$ cat config.mk
export PLATFORM = sky130hd
export DESIGN_NAME = hysteresis_gain_controller_core
export DESIGN_NICKNAME = d
export VERILOG_FILES = /design/src/hw/rtl/hgc_pkg.sv /design/src/hw/rtl/hgc_front.sv /design/src/hw/rtl/hgc_queue.sv /design/src/hw/rtl/hgc_back.sv /design/src/hw/rtl/hysteresis_gain_controller_core.sv
export SDC_FILE = /design/constraint.sdc
export NUM_CORES = 1
export LEC_CHECK = 0
export BUFFER_PORTS_ARGS = -buffer_cell sky130_fd_sc_hd__clkbuf_2
export CORE_MARGIN = 2
export CORE_UTILIZATION = 55
export DETAILED_ROUTE_END_ITERATION = 12
export PLACE_DENSITY = 0.75
export SLEW_MARGIN = 25
export SYNTH_ARGS = -nofsm -noshare
export SYNTH_HDL_FRONTEND = slang
export SYNTH_SLANG_ARGS = --single-unit
$ cat constraint.sdc
create_clock -name clk -period 8.5 [get_ports clk]
set_clock_uncertainty 0.2 [all_clocks]
set_input_delay 0.85 -clock clk [delete_from_list [all_inputs] [get_ports clk]]
set_output_delay 0.85 -clock clk [all_outputs]
set_load 0.05 [all_outputs]
$ cat src/hw/rtl/hgc_pkg.sv
package hgc_pkg;

    localparam int MAG_W   = 8;
    localparam int GAIN_W  = 7;
    localparam int HOLD_W  = 8;
    localparam int ADDR_W  = 5;
    localparam int DATA_W  = 32;

    localparam int QUEUE_DEPTH_DEF = 4;

    localparam logic [GAIN_W-1:0] GAIN_INIT_RST    = 7'd30;
    localparam logic [MAG_W-1:0]  TARGET_RST       = 8'd200;
    localparam logic [MAG_W-1:0]  BAND_RST         = 8'd20;
    localparam logic [HOLD_W-1:0] DOWN_LIMIT_RST   = 8'd5;
    localparam logic [HOLD_W-1:0] UP_LIMIT_RST     = 8'd20;
    localparam logic [GAIN_W-1:0] CEILING_RST      = 7'd60;

    localparam logic [GAIN_W-1:0] DOWN_STEP = 7'd3;
    localparam logic [GAIN_W-1:0] UP_STEP   = 7'd1;
    localparam logic [HOLD_W-1:0] HOLD_MAX  = '1;

    // register index within the configuration map
    localparam logic [2:0] REG_ENABLE     = 3'd0;
    localparam logic [2:0] REG_INIT_A     = 3'd1;
    localparam logic [2:0] REG_INIT_B     = 3'd2;
    localparam logic [2:0] REG_TARGET     = 3'd3;
    localparam logic [2:0] REG_BAND       = 3'd4;
    localparam logic [2:0] REG_DOWN_LIMIT = 3'd5;
    localparam logic [2:0] REG_UP_LIMIT   = 3'd6;
    localparam logic [2:0] REG_CEILING    = 3'd7;

    typedef struct packed {
        logic [MAG_W-1:0]  target_level;
        logic [MAG_W-1:0]  band_half_width;
        logic [HOLD_W-1:0] down_hold_limit;
        logic [HOLD_W-1:0] up_hold_limit;
        logic [GAIN_W-1:0] gain_ceiling;
    } ctrl_cfg_t;

    typedef struct packed {
        logic              load_a;
        logic              load_b;
        logic [GAIN_W-1:0] value;
    } gain_load_t;

endpackage

$ cat src/hw/rtl/hgc_front.sv
module hgc_front (
    input  logic                      clk,
    input  logic                      rst_n,
    input  logic                      enable,
    input  logic                      in_valid,
    output logic                      in_ready,
    input  logic [hgc_pkg::MAG_W-1:0] mag_a,
    input  logic [hgc_pkg::MAG_W-1:0] mag_b,
    input  logic                      frame_end,
    input  logic                      q_full,
    output logic                      q_push,
    output logic [hgc_pkg::MAG_W-1:0] q_peak
);
    import hgc_pkg::*;

    logic [MAG_W-1:0] peak_reg;
    logic [MAG_W-1:0] peak_next;
    logic [MAG_W-1:0] peak_ab;
    logic [MAG_W-1:0] peak_now;
    logic             accept;

    assign in_ready = !q_full;
    assign accept   = in_valid && in_ready;

    always_comb
    begin
        peak_ab  = (mag_a > mag_b) ? mag_a : mag_b;
        peak_now = (peak_ab > peak_reg) ? peak_ab : peak_reg;
        peak_next = peak_reg;
        if (accept && enable)
        begin
            peak_next = frame_end ? '0 : peak_now;
        end
    end

    // a frame end hands the finished peak to the frame queue
    assign q_push = accept && enable && frame_end;
    assign q_peak = peak_now;

    always_ff @(posedge clk or negedge rst_n)
    begin
        if (!rst_n)
        begin
            peak_reg <= '0;
        end
        else
        begin
            peak_reg <= peak_next;
        end
    end

endmodule

$ cat src/hw/rtl/hgc_queue.sv
module hgc_queue #(
    parameter int DEPTH = hgc_pkg::QUEUE_DEPTH_DEF
) (
    input  logic                      clk,
    input  logic                      rst_n,
    input  logic                      push,
    input  logic [hgc_pkg::MAG_W-1:0] push_data,
    output logic                      full,
    input  logic                      pop,
    output logic                      avail,
    output logic [hgc_pkg::MAG_W-1:0] pop_data
);
    import hgc_pkg::*;

    localparam int PTR_W = (DEPTH > 1) ? $clog2(DEPTH) : 1;
    localparam int CNT_W = $clog2(DEPTH + 1);

    logic [MAG_W-1:0] data_reg [DEPTH];
    logic [PTR_W-1:0] wr_ptr_reg;
    logic [PTR_W-1:0] wr_ptr_next;
    logic [PTR_W-1:0] rd_ptr_reg;
    logic [PTR_W-1:0] rd_ptr_next;
    logic [CNT_W-1:0] count_reg;
    logic [CNT_W-1:0] count_next;
    logic             do_push;
    logic             do_pop;

    assign full     = (count_reg == CNT_W'(DEPTH));
    assign avail    = (count_reg != '0);
    assign pop_data = data_reg[rd_ptr_reg];
    assign do_push  = push && !full;
    assign do_pop   = pop && avail;

    always_comb
    begin
        wr_ptr_next = wr_ptr_reg;
        rd_ptr_next = rd_ptr_reg;
        count_next  = count_reg;
        if (do_push)
        begin
            wr_ptr_next = (wr_ptr_reg == PTR_W'(DEPTH - 1)) ? '0 : wr_ptr_reg + 1'b1;
        end
        if (do_pop)
        begin
            rd_ptr_next = (rd_ptr_reg == PTR_W'(DEPTH - 1)) ? '0 : rd_ptr_reg + 1'b1;
        end
        if (do_push && !do_pop)
        begin
            count_next = count_reg + 1'b1;
        end
        else if (do_pop && !do_push)
        begin
            count_next = count_reg - 1'b1;
        end
    end

    always_ff @(posedge clk or negedge rst_n)
    begin
        if (!rst_n)
        begin
            wr_ptr_reg <= '0;
            rd_ptr_reg <= '0;
            count_reg  <= '0;
        end
        else
        begin
            wr_ptr_reg <= wr_ptr_next;
            rd_ptr_reg <= rd_ptr_next;
            count_reg  <= count_next;
        end
    end

    always_ff @(posedge clk)
    begin
        if (do_push)
        begin
            data_reg[wr_ptr_reg] <= push_data;
        end
    end

endmodule

$ cat src/hw/rtl/hgc_back.sv
module hgc_back (
    input  logic                       clk,
    input  logic                       rst_n,
    input  hgc_pkg::ctrl_cfg_t         cfg,
    input  hgc_pkg::gain_load_t        gain_load,
    input  logic                       q_avail,
    input  logic [hgc_pkg::MAG_W-1:0]  q_peak,
    output logic                       q_pop,
    output logic                       out_valid,
    input  logic                       out_ready,
    output logic [hgc_pkg::GAIN_W-1:0] gain_a,
    output logic [hgc_pkg::GAIN_W-1:0] gain_b,
    output logic                       gain_moved,
    output logic [hgc_pkg::MAG_W-1:0]  frame_peak
);
    import hgc_pkg::*;

    logic [HOLD_W-1:0] hold_reg;
    logic [HOLD_W-1:0] hold_next;
    logic [GAIN_W-1:0] gain_a_reg;
    logic [GAIN_W-1:0] gain_a_next;
    logic [GAIN_W-1:0] gain_b_reg;
    logic [GAIN_W-1:0] gain_b_next;
    logic              out_valid_reg;
    logic              out_valid_next;
    logic              moved_reg;
    logic [MAG_W-1:0]  peak_reg;

    logic [MAG_W:0]    band_top;
    logic              over_band;
    logic              under_band;
    logic [HOLD_W-1:0] hold_bump;
    logic              moved;
    logic [GAIN_W:0]   up_a;
    logic [GAIN_W:0]   up_b;

    assign q_pop = q_avail && (!out_valid_reg || out_ready);

    always_comb
    begin
        band_top   = {1'b0, cfg.target_level} + {1'b0, cfg.band_half_width};
        over_band  = {1'b0, q_peak} > band_top;
        under_band = (cfg.target_level >= cfg.band_half_width)
                  && (q_peak < (cfg.target_level - cfg.band_half_width));
        hold_bump  = (hold_reg == HOLD_MAX) ? HOLD_MAX : hold_reg + 1'b1;
        up_a       = {1'b0, gain_a_reg} + {1'b0, UP_STEP};
        up_b       = {1'b0, gain_b_reg} + {1'b0, UP_STEP};

        hold_next   = hold_reg;
        gain_a_next = gain_a_reg;
        gain_b_next = gain_b_reg;
        moved       = 1'b0;

        if (q_pop)
        begin
            if (over_band)
            begin
                hold_next = hold_bump;
                if (hold_bump > cfg.down_hold_limit)
                begin
                    if (gain_a_reg != '0)
                    begin
                        gain_a_next = (gain_a_reg > DOWN_STEP) ? gain_a_reg - DOWN_STEP : '0;
                        gain_b_next = (gain_b_reg > DOWN_STEP) ? gain_b_reg - DOWN_STEP : '0;
                        moved       = 1'b1;
                    end
                    hold_next = '0;
                end
            end
            else if (under_band)
            begin
                hold_next = hold_bump;
                if (hold_bump > cfg.up_hold_limit)
                begin
                    if (gain_a_reg < cfg.gain_ceiling)
                    begin
                        gain_a_next = (up_a < {1'b0, cfg.gain_ceiling})
                                    ? up_a[GAIN_W-1:0] : cfg.gain_ceiling;
                        gain_b_next = (up_b < {1'b0, cfg.gain_ceiling})
                                    ? up_b[GAIN_W-1:0] : cfg.gain_ceiling;
                        moved       = 1'b1;
                    end
                    hold_next = '0;
                end
            end
            else
            begin
                hold_next = '0;
            end
        end

        // a write to a start gain reloads the working gain
        if (gain_load.load_a)
        begin
            gain_a_next = gain_load.value;
        end
        if (gain_load.load_b)
        begin
            gain_b_next = gain_load.value;
        end

        out_valid_next = out_valid_reg;
        if (q_pop)
        begin
            out_valid_next = 1'b1;
        end
        else if (out_ready)
        begin
            out_valid_next = 1'b0;
        end
    end

    always_ff @(posedge clk or negedge rst_n)
    begin
        if (!rst_n)
        begin
            hold_reg      <= '0;
            gain_a_reg    <= GAIN_INIT_RST;
            gain_b_reg    <= GAIN_INIT_RST;
            out_valid_reg <= 1'b0;
        end
        else
        begin
            hold_reg      <= hold_next;
            gain_a_reg    <= gain_a_next;
            gain_b_reg    <= gain_b_next;
            out_valid_reg <= out_valid_next;
        end
    end

    always_ff @(posedge clk)
    begin
        if (q_pop)
        begin
            moved_reg <= moved;
            peak_reg  <= q_peak;
        end
    end

    // the output register holds the gains sampled with the result
    logic [GAIN_W-1:0] res_a_reg;
    logic [GAIN_W-1:0] res_b_reg;

    always_ff @(posedge clk)
    begin
        if (q_pop)
        begin
            res_a_reg <= gain_a_next;
            res_b_reg <= gain_b_next;
        end
    end

    assign out_valid  = out_valid_reg;
    assign gain_a     = res_a_reg;
    assign gain_b     = res_b_reg;
    assign gain_moved = moved_reg;
    assign frame_peak = peak_reg;

`ifndef SYNTHESIS
    a_moved_clears_hold: assert property (@(posedge clk) disable iff (!rst_n)
        (q_pop && moved) |=> (hold_reg == '0))
        else $error("hold count not cleared after a gain step");

    a_moved_changes_gain: assert property (@(posedge clk) disable iff (!rst_n)
        (q_pop && moved && !gain_load.load_a) |=> (gain_a_reg != $past(gain_a_reg)))
        else $error("gain step flagged but gain unchanged");

    a_gain_quiet: assert property (@(posedge clk) disable iff (!rst_n)
        (!q_pop && !gain_load.load_a) |=> $stable(gain_a_reg))
        else $error("gain changed with no frame and no load");

    a_pop_fills_output: assert property (@(posedge clk) disable iff (!rst_n)
        q_pop |=> out_valid_reg)
        else $error("popped frame left no result");
`endif

endmodule

$ cat src/hw/rtl/hysteresis_gain_controller_core.sv
// Hysteresis gain controller for a two-channel receiver.
// Input channel (in_valid/in_ready): one bin pair per transfer, mag_a and mag_b,
// with frame_end on the last bin of a frame. While enable is set the block keeps
// the running peak over both channels; at each frame end it compares the peak with
// target_level +/- band_half_width, runs the hold counter and steps both gains.
// Output channel (out_valid/out_ready): one transfer per enabled frame end, with
// gain_a, gain_b, gain_moved and frame_peak. Disabled bins produce nothing.
// Throughput is one bin per clock while in_ready is high. A frame end's peak is
// written into the frame queue on its transfer, and the back end then pops it into
// the output register once that register is empty or being read.
// When the receiver stalls, the output register holds its result and the frame
// queue (QUEUE_DEPTH entries) absorbs further frame ends; in_ready drops only when
// that queue is full. Bins that are not frame ends still need a free queue slot.
// Reset clears the peak, hold count and queue and restores all registers to their
// defaults (gains 30, target 200, band 20, limits 5 and 20, ceiling 60, disabled).
// Configuration goes through the APB port, register i at byte address 4*i; a write
// to a start gain also loads the working gain. Write only while the block is idle.
module hysteresis_gain_controller_core #(
    parameter int QUEUE_DEPTH = hgc_pkg::QUEUE_DEPTH_DEF
) (
    input  logic                       clk,
    input  logic                       rst_n,
    input  logic                       psel,
    input  logic                       penable,
    input  logic                       pwrite,
    input  logic [hgc_pkg::ADDR_W-1:0] paddr,
    input  logic [hgc_pkg::DATA_W-1:0] pwdata,
    output logic [hgc_pkg::DATA_W-1:0] prdata,
    output logic                       pready,
    input  logic                       in_valid,
    output logic                       in_ready,
    input  logic [hgc_pkg::MAG_W-1:0]  mag_a,
    input  logic [hgc_pkg::MAG_W-1:0]  mag_b,
    input  logic                       frame_end,
    output logic                       out_valid,
    input  logic                       out_ready,
    output logic [hgc_pkg::GAIN_W-1:0] gain_a,
    output logic [hgc_pkg::GAIN_W-1:0] gain_b,
    output logic                       gain_moved,
    output logic [hgc_pkg::MAG_W-1:0]  frame_peak
);
    import hgc_pkg::*;

    logic              enable_reg;
    logic [GAIN_W-1:0] init_a_reg;
    logic [GAIN_W-1:0] init_b_reg;
    ctrl_cfg_t         cfg_reg;
    gain_load_t        gain_load;
    logic              wr_en;
    logic [2:0]        reg_idx;

    logic              q_full;
    logic              q_push;
    logic [MAG_W-1:0]  q_push_peak;
    logic              q_pop;
    logic              q_avail;
    logic [MAG_W-1:0]  q_peak;

    assign pready  = 1'b1;
    assign wr_en   = psel && penable && pwrite && pready;
    assign reg_idx = paddr[ADDR_W-1:2];

    always_comb
    begin
        gain_load.load_a = wr_en && (reg_idx == REG_INIT_A);
        gain_load.load_b = wr_en && (reg_idx == REG_INIT_B);
        gain_load.value  = pwdata[GAIN_W-1:0];
    end

    always_ff @(posedge clk or negedge rst_n)
    begin
        if (!rst_n)
        begin
            enable_reg              <= 1'b0;
            init_a_reg              <= GAIN_INIT_RST;
            init_b_reg              <= GAIN_INIT_RST;
            cfg_reg.target_level    <= TARGET_RST;
            cfg_reg.band_half_width <= BAND_RST;
            cfg_reg.down_hold_limit <= DOWN_LIMIT_RST;
            cfg_reg.up_hold_limit   <= UP_LIMIT_RST;
            cfg_reg.gain_ceiling    <= CEILING_RST;
        end
        else if (wr_en)
        begin
            case (reg_idx)
                REG_ENABLE:     enable_reg              <= pwdata[0];
                REG_INIT_A:     init_a_reg              <= pwdata[GAIN_W-1:0];
                REG_INIT_B:     init_b_reg              <= pwdata[GAIN_W-1:0];
                REG_TARGET:     cfg_reg.target_level    <= pwdata[MAG_W-1:0];
                REG_BAND:       cfg_reg.band_half_width <= pwdata[MAG_W-1:0];
                REG_DOWN_LIMIT: cfg_reg.down_hold_limit <= pwdata[HOLD_W-1:0];
                REG_UP_LIMIT:   cfg_reg.up_hold_limit   <= pwdata[HOLD_W-1:0];
                REG_CEILING:    cfg_reg.gain_ceiling    <= pwdata[GAIN_W-1:0];
                default:        ;
            endcase
        end
    end

    always_comb
    begin
        case (reg_idx)
            REG_ENABLE:     prdata = DATA_W'(enable_reg);
            REG_INIT_A:     prdata = DATA_W'(init_a_reg);
            REG_INIT_B:     prdata = DATA_W'(init_b_reg);
            REG_TARGET:     prdata = DATA_W'(cfg_reg.target_level);
            REG_BAND:       prdata = DATA_W'(cfg_reg.band_half_width);
            REG_DOWN_LIMIT: prdata = DATA_W'(cfg_reg.down_hold_limit);
            REG_UP_LIMIT:   prdata = DATA_W'(cfg_reg.up_hold_limit);
            REG_CEILING:    prdata = DATA_W'(cfg_reg.gain_ceiling);
            default:        prdata = '0;
        endcase
    end

    hgc_front u_front (
        .clk       (clk),
        .rst_n     (rst_n),
        .enable    (enable_reg),
        .in_valid  (in_valid),
        .in_ready  (in_ready),
        .mag_a     (mag_a),
        .mag_b     (mag_b),
        .frame_end (frame_end),
        .q_full    (q_full),
        .q_push    (q_push),
        .q_peak    (q_push_peak)
    );

    hgc_queue #(
        .DEPTH (QUEUE_DEPTH)
    ) u_queue (
        .clk       (clk),
        .rst_n     (rst_n),
        .push      (q_push),
        .push_data (q_push_peak),
        .full      (q_full),
        .pop       (q_pop),
        .avail     (q_avail),
        .pop_data  (q_peak)
    );

    hgc_back u_back (
        .clk        (clk),
        .rst_n      (rst_n),
        .cfg        (cfg_reg),
        .gain_load  (gain_load),
        .q_avail    (q_avail),
        .q_peak     (q_peak),
        .q_pop      (q_pop),
        .out_valid  (out_valid),
        .out_ready  (out_ready),
        .gain_a     (gain_a),
        .gain_b     (gain_b),
        .gain_moved (gain_moved),
        .frame_peak (frame_peak)
    );

endmodule

; ---- Word level (Yosys, flattened, before mapping)
; Memories as Yosys holds them, arrays and structs flattened.
; Index checks and enable logic that the tools add are counted.
[word_totals]
out_inout_bits = 58
wordCells = 129
ram_bits = 32
latch_bits = 0
register_bits = 115
n_memories = 1
mem_bits_ro = 0
input_bits = 61
[classes]
mul = 0
div_mod_pow = 0
muxes = 43
n_lt_le_gt_ge = 12
bitwise = 0
addsub = 11
reduce_logical = 31
eq_ne = 11
shift = 0
[mem_list]
columns = memory, words, width, rd, rd_ports_with_merged_regs, wr, line
row1 = u_queue.data_reg, 4, 8, 1, 0, 1, hgc_queue.sv:18  ; logic [MAG_W-1:0] data_reg [DEPTH];
[ops]
columns = op, n
row1 = $pmux W32 S8, 1
row2 = $mux W7, 20
row3 = $mux W8, 8
row4 = $gt A8 B8 Y1, 4
row5 = $add A7 B1 Y8 const B, 2
row6 = $lt A8 B7 Y1, 2
row7 = $reduce_and A2 Y1, 8
row8 = $eq A3 B3 Y1 const B, 5
row9 = $gt A7 B2 Y1 const B, 2
row10 = $sub A7 B2 Y7 const B, 2
row11 = $logic_and A1 B1 Y1, 13
row12 = $mux W1, 10
row13 = $add A8 B8 Y9, 1
row14 = $gt A8 B9 Y1, 1
row15 = $add A8 B1 Y8 const B, 1
row16 = $eq A8 B8 Y1 const B, 1
row17 = $ge A8 B8 Y1, 1
row18 = $lt A8 B8 Y1, 1
row19 = $sub A8 B8 Y8, 1
row20 = $lt A7 B7 Y1, 1
row21 = $reduce_bool A7 Y1, 1
row22 = $eq A3 B2 Y1 const B, 2
row23 = $mux W3, 2
row24 = $add A2 B1 Y2 const B, 2
row25 = 10 further kinds, 16

; ---- Longest topological paths before layout
; Gate-level depths: netlist (run 1).
[depth]
word_depth = 10
ltp_mapped = 20

; ---- Cells and area by module
; From an unflattened synthesis (run 1), not the netlist that was laid out.
[unflattened]
cells_unflattened = 923
hier_area_um2 = 10017.1
[modules_own_cells]
columns = mod, cells_per_inst, area_per_inst_um2, n_inst
row1 = hgc_back, 539, 4729.5, 1
row2 = hysteresis_gain_controller_core, 205, 2722.6, 1
row3 = hgc_queue, 79, 1609.0, 1
row4 = hgc_front, 100, 955.9, 1

; ---- Worst setup path after synthesis (run 1)
; Ideal clock, no wire load.
[synth_path]
path_kind = input port to flip-flop
startpoint = input mag_b[1] (netlist name)
endpoint = memory u_queue.data_reg[0][0], data pin
t_arrival_ns = 3.919
path_stages = 19
n_path_buf = 3
required_ns = 8.011
slack_ns = 4.093
path_cell_list = inv_1 -> ha_1 -> nor2b_1 -> o21a_1 -> o21ai_1 -> a21oi_1 -> o22a_1 -> buf_2 -> mux2_2 -> ha_1 -> nor2b_1 -> o21a_1 -> o21a_1 -> o21ai_0 -> a21oi_1 -> o22ai_1 -> clkbuf_1 -> buf_2 -> o21ai_0
[synth_between]
elab_chain_len = 4
[synth_rtl]
columns = element, line
row1 = from (decl), hysteresis_gain_controller_core.sv:33  ; input logic [hgc_pkg::MAG_W-1:0] mag_b,
row2 = $gt A8 B8 Y1, hgc_front.sv:27  ; peak_ab = (mag_a > mag_b) ? mag_a : mag_b;
row3 = $mux W8 (*), hgc_front.sv:27
row4 = $gt A8 B8 Y1, hgc_front.sv:28  ; peak_now = (peak_ab > peak_reg) ? peak_ab : peak_reg;
row5 = $mux W8 (*), hgc_front.sv:28
row6 = named net q_push_peak[0], hysteresis_gain_controller_core.sv:54  ; logic [MAG_W-1:0] q_push_peak;
row7 = to (decl), hgc_queue.sv:18
; The timed path passes the listed nets; every way through them passes the cells marked *.

; ---- Final worst setup path (run 1)
[layout_path]
startpoint = register cfg_reg[25] (netlist name)
endpoint = register u_back.res_a_reg[6] (netlist: u_back.gain_a[6]), data pin
[layout_between]
elab_chain_len = 7
word_cells_on_any_way = 10
cone_classes = 2 x add/sub / 3 x order compare / 4 x mux / 1 x reduce/logical
[layout_rtl]
columns = element, line
row1 = from (decl), hysteresis_gain_controller_core.sv:47  ; ctrl_cfg_t cfg_reg;
row2 = $sub A8 B8 Y8, hgc_back.sv:44  ; && (q_peak < (cfg.target_level - cfg.band_half_width));
row3 = $lt A8 B8 Y1, hgc_back.sv:44
row4 = $logic_and A1 B1 Y1, hgc_back.sv:44
row5 = $mux W7, hgc_back.sv:70  ; else if (under_band)
row6 = $mux W7 (*), hgc_back.sv:56  ; if (over_band)
row7 = $mux W7 (*), hgc_back.sv:54  ; if (q_pop)
row8 = $mux W7 (*), hgc_back.sv:93  ; if (gain_load.load_a)
row9 = named net u_back.gain_a_next[6], hgc_back.sv:21  ; logic [GAIN_W-1:0] gain_a_next;
row10 = to (signal assigned), hgc_back.sv:148  ; res_a_reg <= gain_a_next;
row11 = to (decl), hgc_back.sv:141  ; logic [GAIN_W-1:0] res_a_reg;
; Marked as above.
; A chain may end at the register's enable or synchronous reset.

==> flow_metrics.tcl, run 1 <==
set metrics [dict create \
    post_drt_via_cell_ratio 5.95 \
    h-tree-depth 4 \
    area_growth_syn_to_layout_pct 9.39 \
    finalSetupTns_ps 0 \
    fmax_mhz 199 \
    cts_tree "built" \
    wl_per_cell_um 18.0 \
    dpl.hpwl_um 17100 \
    power_mw 3.65 \
    vias 7721 \
    path_class "register to register" \
    status "completed" \
    clock_path_buffers 2 \
    nNetsFinal 1211 \
    syn_area_sq_um 9900 \
    wirelength_um 23400 \
    async_flop_share_pct 62.6 \
    detail-route-antenna-nets 0 \
    critical_path_arrival_ps 5110 \
    cts_resized 0 \
    slew-limit-headroom_pct 38.9 \
    p_per_area_nw_per_um2 337 \
    ir_drop_mv 0.224 \
    grt_pass1_vias 7388 \
    antenna_cells 0 \
    ys_ff_latch 147 \
    antenna_found_initial 0 \
    synth_top_flop_cell "dfrtp_1" \
    largest_reg_flops 39 \
    grt_overflow_total 0 \
    synth.avg_cell_area_sq_um 9.69 \
    synth-edff-count 55 \
    p_leak_nw 4.79 \
    pin_count 119 \
    startpoint_type "register" \
    grt_pass1_wl_um 38200 \
    worst_hold_slack_ps 138 \
    start_util_pct 55.5 \
    hold_viol 0 \
    path_clk_slew_ps 70 \
    cts_setup_buffers 0 \
    clock-root-buffer "clkbuf_16" \
    cp_max_fo 10 \
    fp.coreArea_sq_um 17800 \
    cp.required_ps 8590 \
    hold_buffers 0 \
    gp_congestion 0.898 \
    synth_warnings 0 \
    rsz0062_at_grt "false" \
    synthCells 1022 \
    drtIter0Drc 897 \
    maxCapViolCount 0 \
    dieArea_sq_um 19100 \
    maxSlewViolCount 0 \
    ys_types 80 \
    grt_max_degree 65 \
    gr-usage-all-layers_pct 24.9 \
    cts_sinks 147 \
    hp-class "input pin to asynchronous set/reset pin" \
    setup_viol 0 \
    drive_gt1_share_pct 18.1 \
    worstSkewPairLatency_ps 430 \
    core.rowCount 49 \
    final_util_pct 60.7 \
    remaining_drc_errors 0 \
    synth_seq_area_share_pct 40.3 \
    period_share_pct 59.0 \
    min_period_ps 5020 \
    portBuffers 67 \
    first_pass_iters 5 \
    dieHeight_um 138 \
    die_w_um 138 \
    end_kind "register" \
    numCtsBuffers 17 \
    worstMarginPinSlew_ps 913 \
]
[synthesized netlist by cell type (8+ instances only)]
master / number / share of area (%)
nand2_1: 114 / 4.3
ha_1: 91 / 12
inv_1: 80 / 3.0
o21ai_0: 68 / 3.4
nor2_1: 67 / 2.5
dfrtp_1: 63 / 16
edfxtp_1: 55 / 17
a21oi_1: 50 / 2.5
clkbuf_1: 35 / 1.3
dfstp_2: 29 / 7.7
buf_4: 26 / 2.0
mux2_2: 23 / 2.6
xnor2_1: 19 / 1.7
nand3_1: 17 / 0.86
nor3_1: 16 / 0.81
a21o_1: 13 / 0.99
and3_1: 12 / 0.76
mux2i_1: 12 / 1.2
nand4_1: 12 / 0.76
xor2_1: 11 / 0.97
a22o_1: 10 / 0.88
mux4_2: 10 / 2.3
nand2b_1: 10 / 0.63
buf_2: 9 / 0.45
or3_1: 9 / 0.57
o211ai_1: 8 / 0.61
o21a_1: 8 / 0.61
o21ai_1: 8 / 0.40
[per-stage QoR]
stage | instances | setup slack (ps) | area [sq um]
detailed placement | 1266 | 3340 | 10200
finish | 1298 | 3480 | 10800
global route | 1298 | 3280 | 10800
CTS | 1298 | 3640 | 10800
global placement | 1266 | 3410 | 10200
floorplan | 1045 | 4090 | 9990
[cell type report]
class | count | area, sq um
clock buffer | 18 | 429
timing repair buffer | 71 | 368
sequential | 147 | 3990
tap | 229 | 287
fill | 1466 | 7010
multi-input combinational | 737 | 5270
inverter | 82 | 308
clock inverter | 14 | 178
[critical path, stage by stage, from the launching register on]
cell and delay, ps:
dfstp_2 580, inv_1 70, ha_1 450, inv_1 90
o21ai_0 300, a21oi_1 120, o21ai_0 340, a21o_1 170
a21oi_1 70, xor2_1 170, ha_1 320, a211oi_1 280
o21ai_1 220, or3_1 610, a2111oi_0 610, o21ai_1 160
nand3_1 120
[cell usage in the layout, fill, tap and decap left out, types with 6 or more instances in the layout]
master | Yosys | final
o21ai_1 | 8 | 8
a31oi_1 | 7 | 7
a21o_1 | 13 | 13
clkbuf_16 | 0 | 17
a22oi_1 | 6 | 6
and2_1 | 6 | 6
dfstp_2 | 29 | 29
a211oi_1 | 7 | 7
nand2_1 | 114 | 114
ha_1 | 91 | 91
a21oi_1 | 50 | 50
o211ai_1 | 8 | 8
nor2_1 | 67 | 67
edfxtp_1 | 55 | 55
o21ai_0 | 68 | 68
dfrtp_1 | 63 | 63
nor2b_1 | 7 | 7
nand2b_1 | 10 | 10
conb_1 | 2 | 25
nand3_1 | 17 | 17
o21a_1 | 8 | 8
a221o_1 | 7 | 7
nor3_1 | 16 | 16
or3_1 | 9 | 9
mux2i_1 | 12 | 12
o2111ai_1 | 6 | 6
clkbuf_2 | 3 | 66
nor4b_1 | 6 | 6
xnor2_1 | 19 | 19
mux2_2 | 23 | 23
xor2_1 | 11 | 11
inv_1 | 80 | 80
a22o_1 | 10 | 10
nand4_1 | 12 | 12
mux4_2 | 10 | 10
and3_1 | 12 | 12
[kinds of logic (layout without fill, tap and decap cells)]
family / Yosys count / count (layout) / synth area share [%]
adders and majority gates: 94 / 94 / 12.1
muxes: 45 / 45 / 6.10
AOI/OAI and AO/OA: 248 / 248 / 17.1
xor gates and xnor gates: 30 / 30 / 2.65
buffers and inverters: 161 / 185 / 7.47
and+or+nand+nor: 295 / 295 / 14.2
other: 2 / 25 / 0.0759
DFF: 147 / 147 / 40.3
[worst paths after layout]
| path | start | endpoint | slack, ps | cells after the start |
|---|---|---|---|---|
| setup / recovery | cfg_reg[25]$_DFFE_PN1P_ | u_back.gain_a[6]$_DFFE_PP_ | 3480 | 16 |
| hold / removal | rst_n | u_front.peak_reg[0]$_DFFE_PN0P_ | 140 | 1 |
| setup reg to reg | cfg_reg[25]$_DFFE_PN1P_ | u_back.gain_a[6]$_DFFE_PP_ | 3480 | 16 |
| hold reg to reg | init_b_reg[4]$_DFFE_PN1P_ | init_b_reg[4]$_DFFE_PN1P_ | 260 | 2 |
| max in group asynchronous | rst_n | enable_reg$_DFFE_PN0P_ | 6790 | 2 |
| min in group clk | init_b_reg[4]$_DFFE_PN1P_ | init_b_reg[4]$_DFFE_PN1P_ | 260 | 2 |
[report_power, final]
part | internal [mW] | switching (mW) | total, mW
Sequential | 0.979 | 0.170 | 1.15
Combinational | 0.621 | 1.10 | 1.73
Clock | 0.467 | 0.311 | 0.778
[per-layer routing]
metal,global-route usage (%),vias up,share of wire (%)
met1,35.9,3656,45
li1,-,3690,-
met2,37.6,338,45
met5,0,-,0
met3,5.37,37,7.8
met4,8.38,0,2.4
(Power assumes the default switching activity.)
==> run 2, diff against run 1 <==
CORE_UTILIZATION = 54   (was 55)
PLACE_DENSITY = 0.77   (was 0.75)
clock period = 4.3 ns   (was 8.5 ns; I/O delays follow)
==> flow_metrics.tcl, run 2 (same netlist as run 1, synthesis figures left out) <==
set metrics [dict create \
    fin_cells 1323 \
    rsz0062_at_grt "true" \
    p_leak_nw 4.91 \
    clock-root-buffer "clkbuf_16" \
    dpl.cell_count 1289 \
    final_common_cell "nand2_1" \
    remaining_drc_errors 0 \
    post_drt_via_cell_ratio 6.02 \
    maxSlewViolCount 0 \
    critical_path_arrival_ps 4120 \
    pin_count 119 \
    vias 7967 \
    nNetsFinal 1236 \
    grt_max_degree 69 \
    grt_pass1_wl_um 40300 \
    worstMarginPinSlew_ps 953 \
    dieHeight_um 139 \
    hp-class "input pin to register" \
    gp_congestion 0.929 \
    portBuffers 67 \
    drive_gt1_share_pct 21.7 \
    core.rowCount 49 \
    setup_viol 0 \
    path_clk_slew_ps 70 \
    maxCapViolCount 0 \
    final_util_pct 61.9 \
    multi_input_area_sq_um 5370 \
    first_pass_iters 5 \
    dpl.hpwl_um 17800 \
    antenna_found_initial 0 \
    end_kind "register" \
    numCtsBuffers 17 \
    cts_sinks 147 \
    seqCellArea_sq_um 3990 \
    p_per_area_nw_per_um2 670 \
    cp_max_fo 3 \
    largest_reg_flops 39 \
    antenna_cells 0 \
    area_growth_syn_to_layout_pct 12.2 \
    cp.required_ps 4260 \
    start_util_pct 55.1 \
    startpoint_type "register" \
    gr-usage-all-layers_pct 25.9 \
    path_class "register to register" \
    fmax_mhz 240 \
    grt_pass1_vias 7757 \
    wl_per_cell_um 18.5 \
    worstSkewPairLatency_ps 430 \
    clock_path_buffers 2 \
    slew-limit-headroom_pct 36.3 \
    nFillCells 1467 \
    cts_tree "built" \
    fp.coreArea_sq_um 18000 \
    min_period_ps 4160 \
    hold_viol 0 \
    dieArea_sq_um 19400 \
    h-tree-depth 4 \
    layout_common_cells "nand2_1, ha_1, inv_1" \
    status "completed" \
    detail-route-antenna-nets 0 \
    wirelength_um 24500 \
    grt_overflow_total 0 \
    die_w_um 139 \
    ir_drop_mv 0.448 \
    period_share_pct 96.8 \
    drtIter0Drc 671 \
]
run 2: path summary, 6_finish.rpt:
path	from	end	slack [ps]	cells after the start
worst min-delay path	out_ready	u_back.out_valid$_DFFE_PN0P_	50	4
min in group asynchronous	rst_n	u_front.peak_reg[1]$_DFFE_PN0P_	450	2
worst max register to register	cfg_reg[24]$_DFFE_PN0P_	u_back.gain_b[1]$_DFFE_PP_	140	20
worst max-delay path	cfg_reg[24]$_DFFE_PN0P_	u_back.gain_b[1]$_DFFE_PP_	140	20
max in group asynchronous	rst_n	u_back.gain_a_reg[1]$_DFF_PN1_	2490	3
worst min register to register	init_a_reg[2]$_DFFE_PN1P_	init_a_reg[2]$_DFFE_PN1P_	260	2
run 2: critical path, cell delays in order, from the launching register on:
cell and delay (ps):
dfrtp_1 410, inv_1 80, ha_1 330, inv_1 50, a21o_1 170, a21oi_2 190
o21ba_2 150, o21a_1 140, o21bai_1 70, a21oi_1 210, xnor2_1 180, ha_1 300
nand4_1 90, nor2_1 60, a211oi_2 190, buf_4 180, nand3_2 110, buf_4 180
a21boi_1 180, a31oi_1 300, o31ai_4 140
run 2: area by class of cell:
cell class | instances | area share (%)
clock inverters | 14 | 1.46
multi-input cells | 737 | 48.3
clock buffers | 18 | 3.86
well taps | 229 | 2.58
repair buffers | 96 | 5.06
inverters | 82 | 2.77
flip-flops and latches | 147 | 35.9
run 2: report_power, final:
group          internal (mW)  switching [mW]  total [mW]
Combinational           1.39            2.30        3.69
Sequential              1.94           0.321        2.26
Clock                  0.872           0.628        1.50
run 2: what timing repair did:
item	in CTS	in global routing
gates resized for setup	2	22
setup endpoints to repair	1	34
hold buffers	1	0
pin swaps	0	7
buffers inserted	0	1
hold endpoints to repair	52	0
run 2: per-stage QoR:
step / setup slack (ps) / total power, mW / hold WS [ps] / cell area [sq um] / setup TNS (ps)
floorplan: 313 / 4.90 / -65.6 / 9990 / 0
global placement: 128 / 5.66 / 248 / 10400 / 0
detailed placement: 33.9 / 5.78 / 252 / 10400 / 0
CTS: 37.2 / 7.34 / 46.2 / 11000 / 0
global route: -44.9 / 7.94 / 86.6 / 11100 / -265
finish: 138 / 7.45 / 53.2 / 11100 / 0
run 2: layer usage:
metal | vias to the layer above | global-route usage, % | part of all wire, %
met5 | - | 0 | 0
met3 | 47 | 5.02 | 8.0
met4 | 0 | 8.24 | 2.0
met2 | 341 | 40.4 | 46
li1 | 3724 | - | -
met1 | 3855 | 36.6 | 43
==> run 3, diff against run 2 <==
ABC_AREA = 1   (was unset)
==> flow_metrics.tcl, run 3 <==
set metrics [dict create \
    final_util_pct 61.8 \
    multi_input_area_sq_um 5170 \
    cts_tree "built" \
    ys_top_cells_by_count "nand2_1, inv_1, o21ai_0, ha_1, nor2_1" \
    finalSetupTns_ps 0 \
    min_period_ps 4060 \
    first_pass_iters 5 \
    end_kind "register" \
    remaining_drc_errors 0 \
    gp_congestion 0.906 \
    ir_drop_mv 0.358 \
    detail-route-antenna-nets 0 \
    cts_sinks 147 \
    yosys.cell_count.top_type "nand2_1" \
    status "completed" \
    pin_count 119 \
    dpl.hpwl_um 19000 \
    async_flop_share_pct 62.6 \
    synthCells 1259 \
    clock_path_buffers 2 \
    drtIter0Drc 856 \
    vias 8766 \
    layout_common_cells "nand2_1, inv_1, o21ai_0" \
    worst_hold_slack_ps 54.2 \
    worstMarginPinSlew_ps 924 \
    path_clk_slew_ps 60 \
    numCtsBuffers 17 \
    hp-class "input pin to register" \
    grt_overflow_total 0 \
    die_w_um 140 \
    syn_area_sq_um 10000 \
    synth.largest_area_cell "edfxtp_1" \
    grt_pass1_vias 8208 \
    portBuffers 67 \
    ys_ff_latch 147 \
    antenna_found_initial 0 \
    synth_warnings 0 \
    p_per_area_nw_per_um2 778 \
    yosys.area.top_type_share_pct 16.5 \
    gr-usage-all-layers_pct 26.4 \
    period_share_pct 94.5 \
    fin_ws_ps 238 \
    maxSlewViolCount 0 \
    final_common_cell "nand2_1" \
    seqCellArea_sq_um 3990 \
    core.rowCount 49 \
    place_area_sq_um 10500 \
    hold_viol 0 \
    fp.coreArea_sq_um 18100 \
    synth_seq_area_share_pct 39.8 \
    cp_max_fo 17 \
    area_growth_syn_to_layout_pct 11.5 \
    wl_per_cell_um 16.1 \
    synth_top_flop_cell "dfrtp_1" \
    setup_viol 0 \
    wirelength_um 25300 \
    grt_max_degree 70 \
    drive_gt1_share_pct 13.7 \
    nFillCells 1540 \
    largest_reg_flops 39 \
    clock-root-buffer "clkbuf_16" \
    synth-edff-count 55 \
    path_class "register to register" \
    ys_types 55 \
    antenna_cells 0 \
    critical_path_arrival_ps 4020 \
    synth.avg_cell_area_sq_um 7.97 \
    preCtsSetupSlack_ps 271 \
    dieArea_sq_um 19700 \
    post_drt_via_cell_ratio 5.59 \
    fmax_mhz 246 \
    synth_area_leaders "edfxtp_1, dfrtp_1, nand2_1" \
    startpoint_type "register" \
    start_util_pct 55.4 \
    grt_pass1_wl_um 41300 \
    cp.required_ps 4260 \
    stdcell_area_sq_um 11200 \
    nNetsFinal 1482 \
    h-tree-depth 4 \
    slew-limit-headroom_pct 38.3 \
    dieHeight_um 140 \
    p_leak_nw 5.50 \
    worstSkewPairLatency_ps 430 \
    maxCapViolCount 0 \
]
==> run 3: final timing paths <==
| kind | start | endpoint | slack, ps | cells after the start |
|---|---|---|---|---|
| max in group asynchronous | rst_n | cfg_reg[9]$_DFFE_PN1P_ | 2530 | 3 |
| min in group asynchronous | rst_n | u_front.peak_reg[0]$_DFFE_PN0P_ | 430 | 2 |
| min reg2reg | init_a_reg[1]$_DFFE_PN1P_ | init_a_reg[1]$_DFFE_PN1P_ | 280 | 2 |
| min | pwdata[7] | cfg_reg[38]$_DFFE_PN1P_ | 50 | 3 |
| max | cfg_reg[25]$_DFFE_PN1P_ | u_back.gain_b[5]$_DFFE_PP_ | 240 | 20 |
| max reg2reg | cfg_reg[25]$_DFFE_PN1P_ | u_back.gain_b[5]$_DFFE_PP_ | 240 | 20 |
==> run 3: layer usage <==
layer | global-route usage, % | vias to the layer above | wire length (um)
li1 | - | 4262 | -
met5 | 0 | - | 0
met3 | 5.95 | 52 | 2310
met4 | 8.45 | 0 | 493
met2 | 40.0 | 410 | 11300
met1 | 37.8 | 4042 | 11200
==> run 3: cell type report <==
cell class / count / area share, %
Multi-Input combinational cell: 910 / 46.3
Tap cell: 229 / 2.56
Clock inverter: 15 / 2.05
Timing Repair Buffer: 79 / 3.85
Clock buffer: 17 / 3.81
Sequential cell: 147 / 35.7
Inverter: 172 / 5.78
==> run 3: logic make-up after synthesis <==
family / count (synthesis) / synth area share [%]
fa+ha+maj: 94 / 12.0
other cells: 2 / 0.0749
simple gates: 523 / 22.4
mux: 1 / 0.112
compound gates: 244 / 13.9
xor+xnor: 22 / 1.92
buf+inv: 226 / 9.83
flops: 147 / 39.8
==> run 3: repair_timing <==
| item | in CTS | in global routing |
|---|---|---|
| endpoints found under the setup margin | 0 | 8 |
| gates resized for setup | 0 | 1 |
| buffers inserted | 0 | 0 |
| endpoints found under the hold margin | 44 | 0 |
| hold buffers | 1 | 0 |
==> run 3: per-stage QoR <==
stage,std cells,total power [mW]
detailed placement,1535,6.97
floorplan,1282,5.86
finish,1569,8.69
global placement,1535,6.80
CTS,1568,8.65
global route,1569,9.40
==> run 3: power breakdown <==
| part | leakage (nW) | internal (mW) | switching [mW] |
|---|---|---|---|
| Clock | 0.309 | 1.04 | 0.617 |
| Combinational | 3.59 | 1.43 | 3.17 |
| Sequential | 1.60 | 2.09 | 0.346 |
==> run 3: worst max-delay path, cell delays in order (launching register included) <==
cell	delay, ps
dfstp_2	580
inv_1	60
ha_1	390
a21oi_1	160
nand2_1	100
a21oi_1	170
o21bai_1	120
nand2_1	80
nand2_1	50
a21oi_1	150
xor2_1	180
ha_1	260
a21oi_1	150
o21a_1	180
nand3_4	260
nor2_8	250
nand3_1	110
nand3_1	70
nand3_1	70
nand2_1	90
nand2_1	90
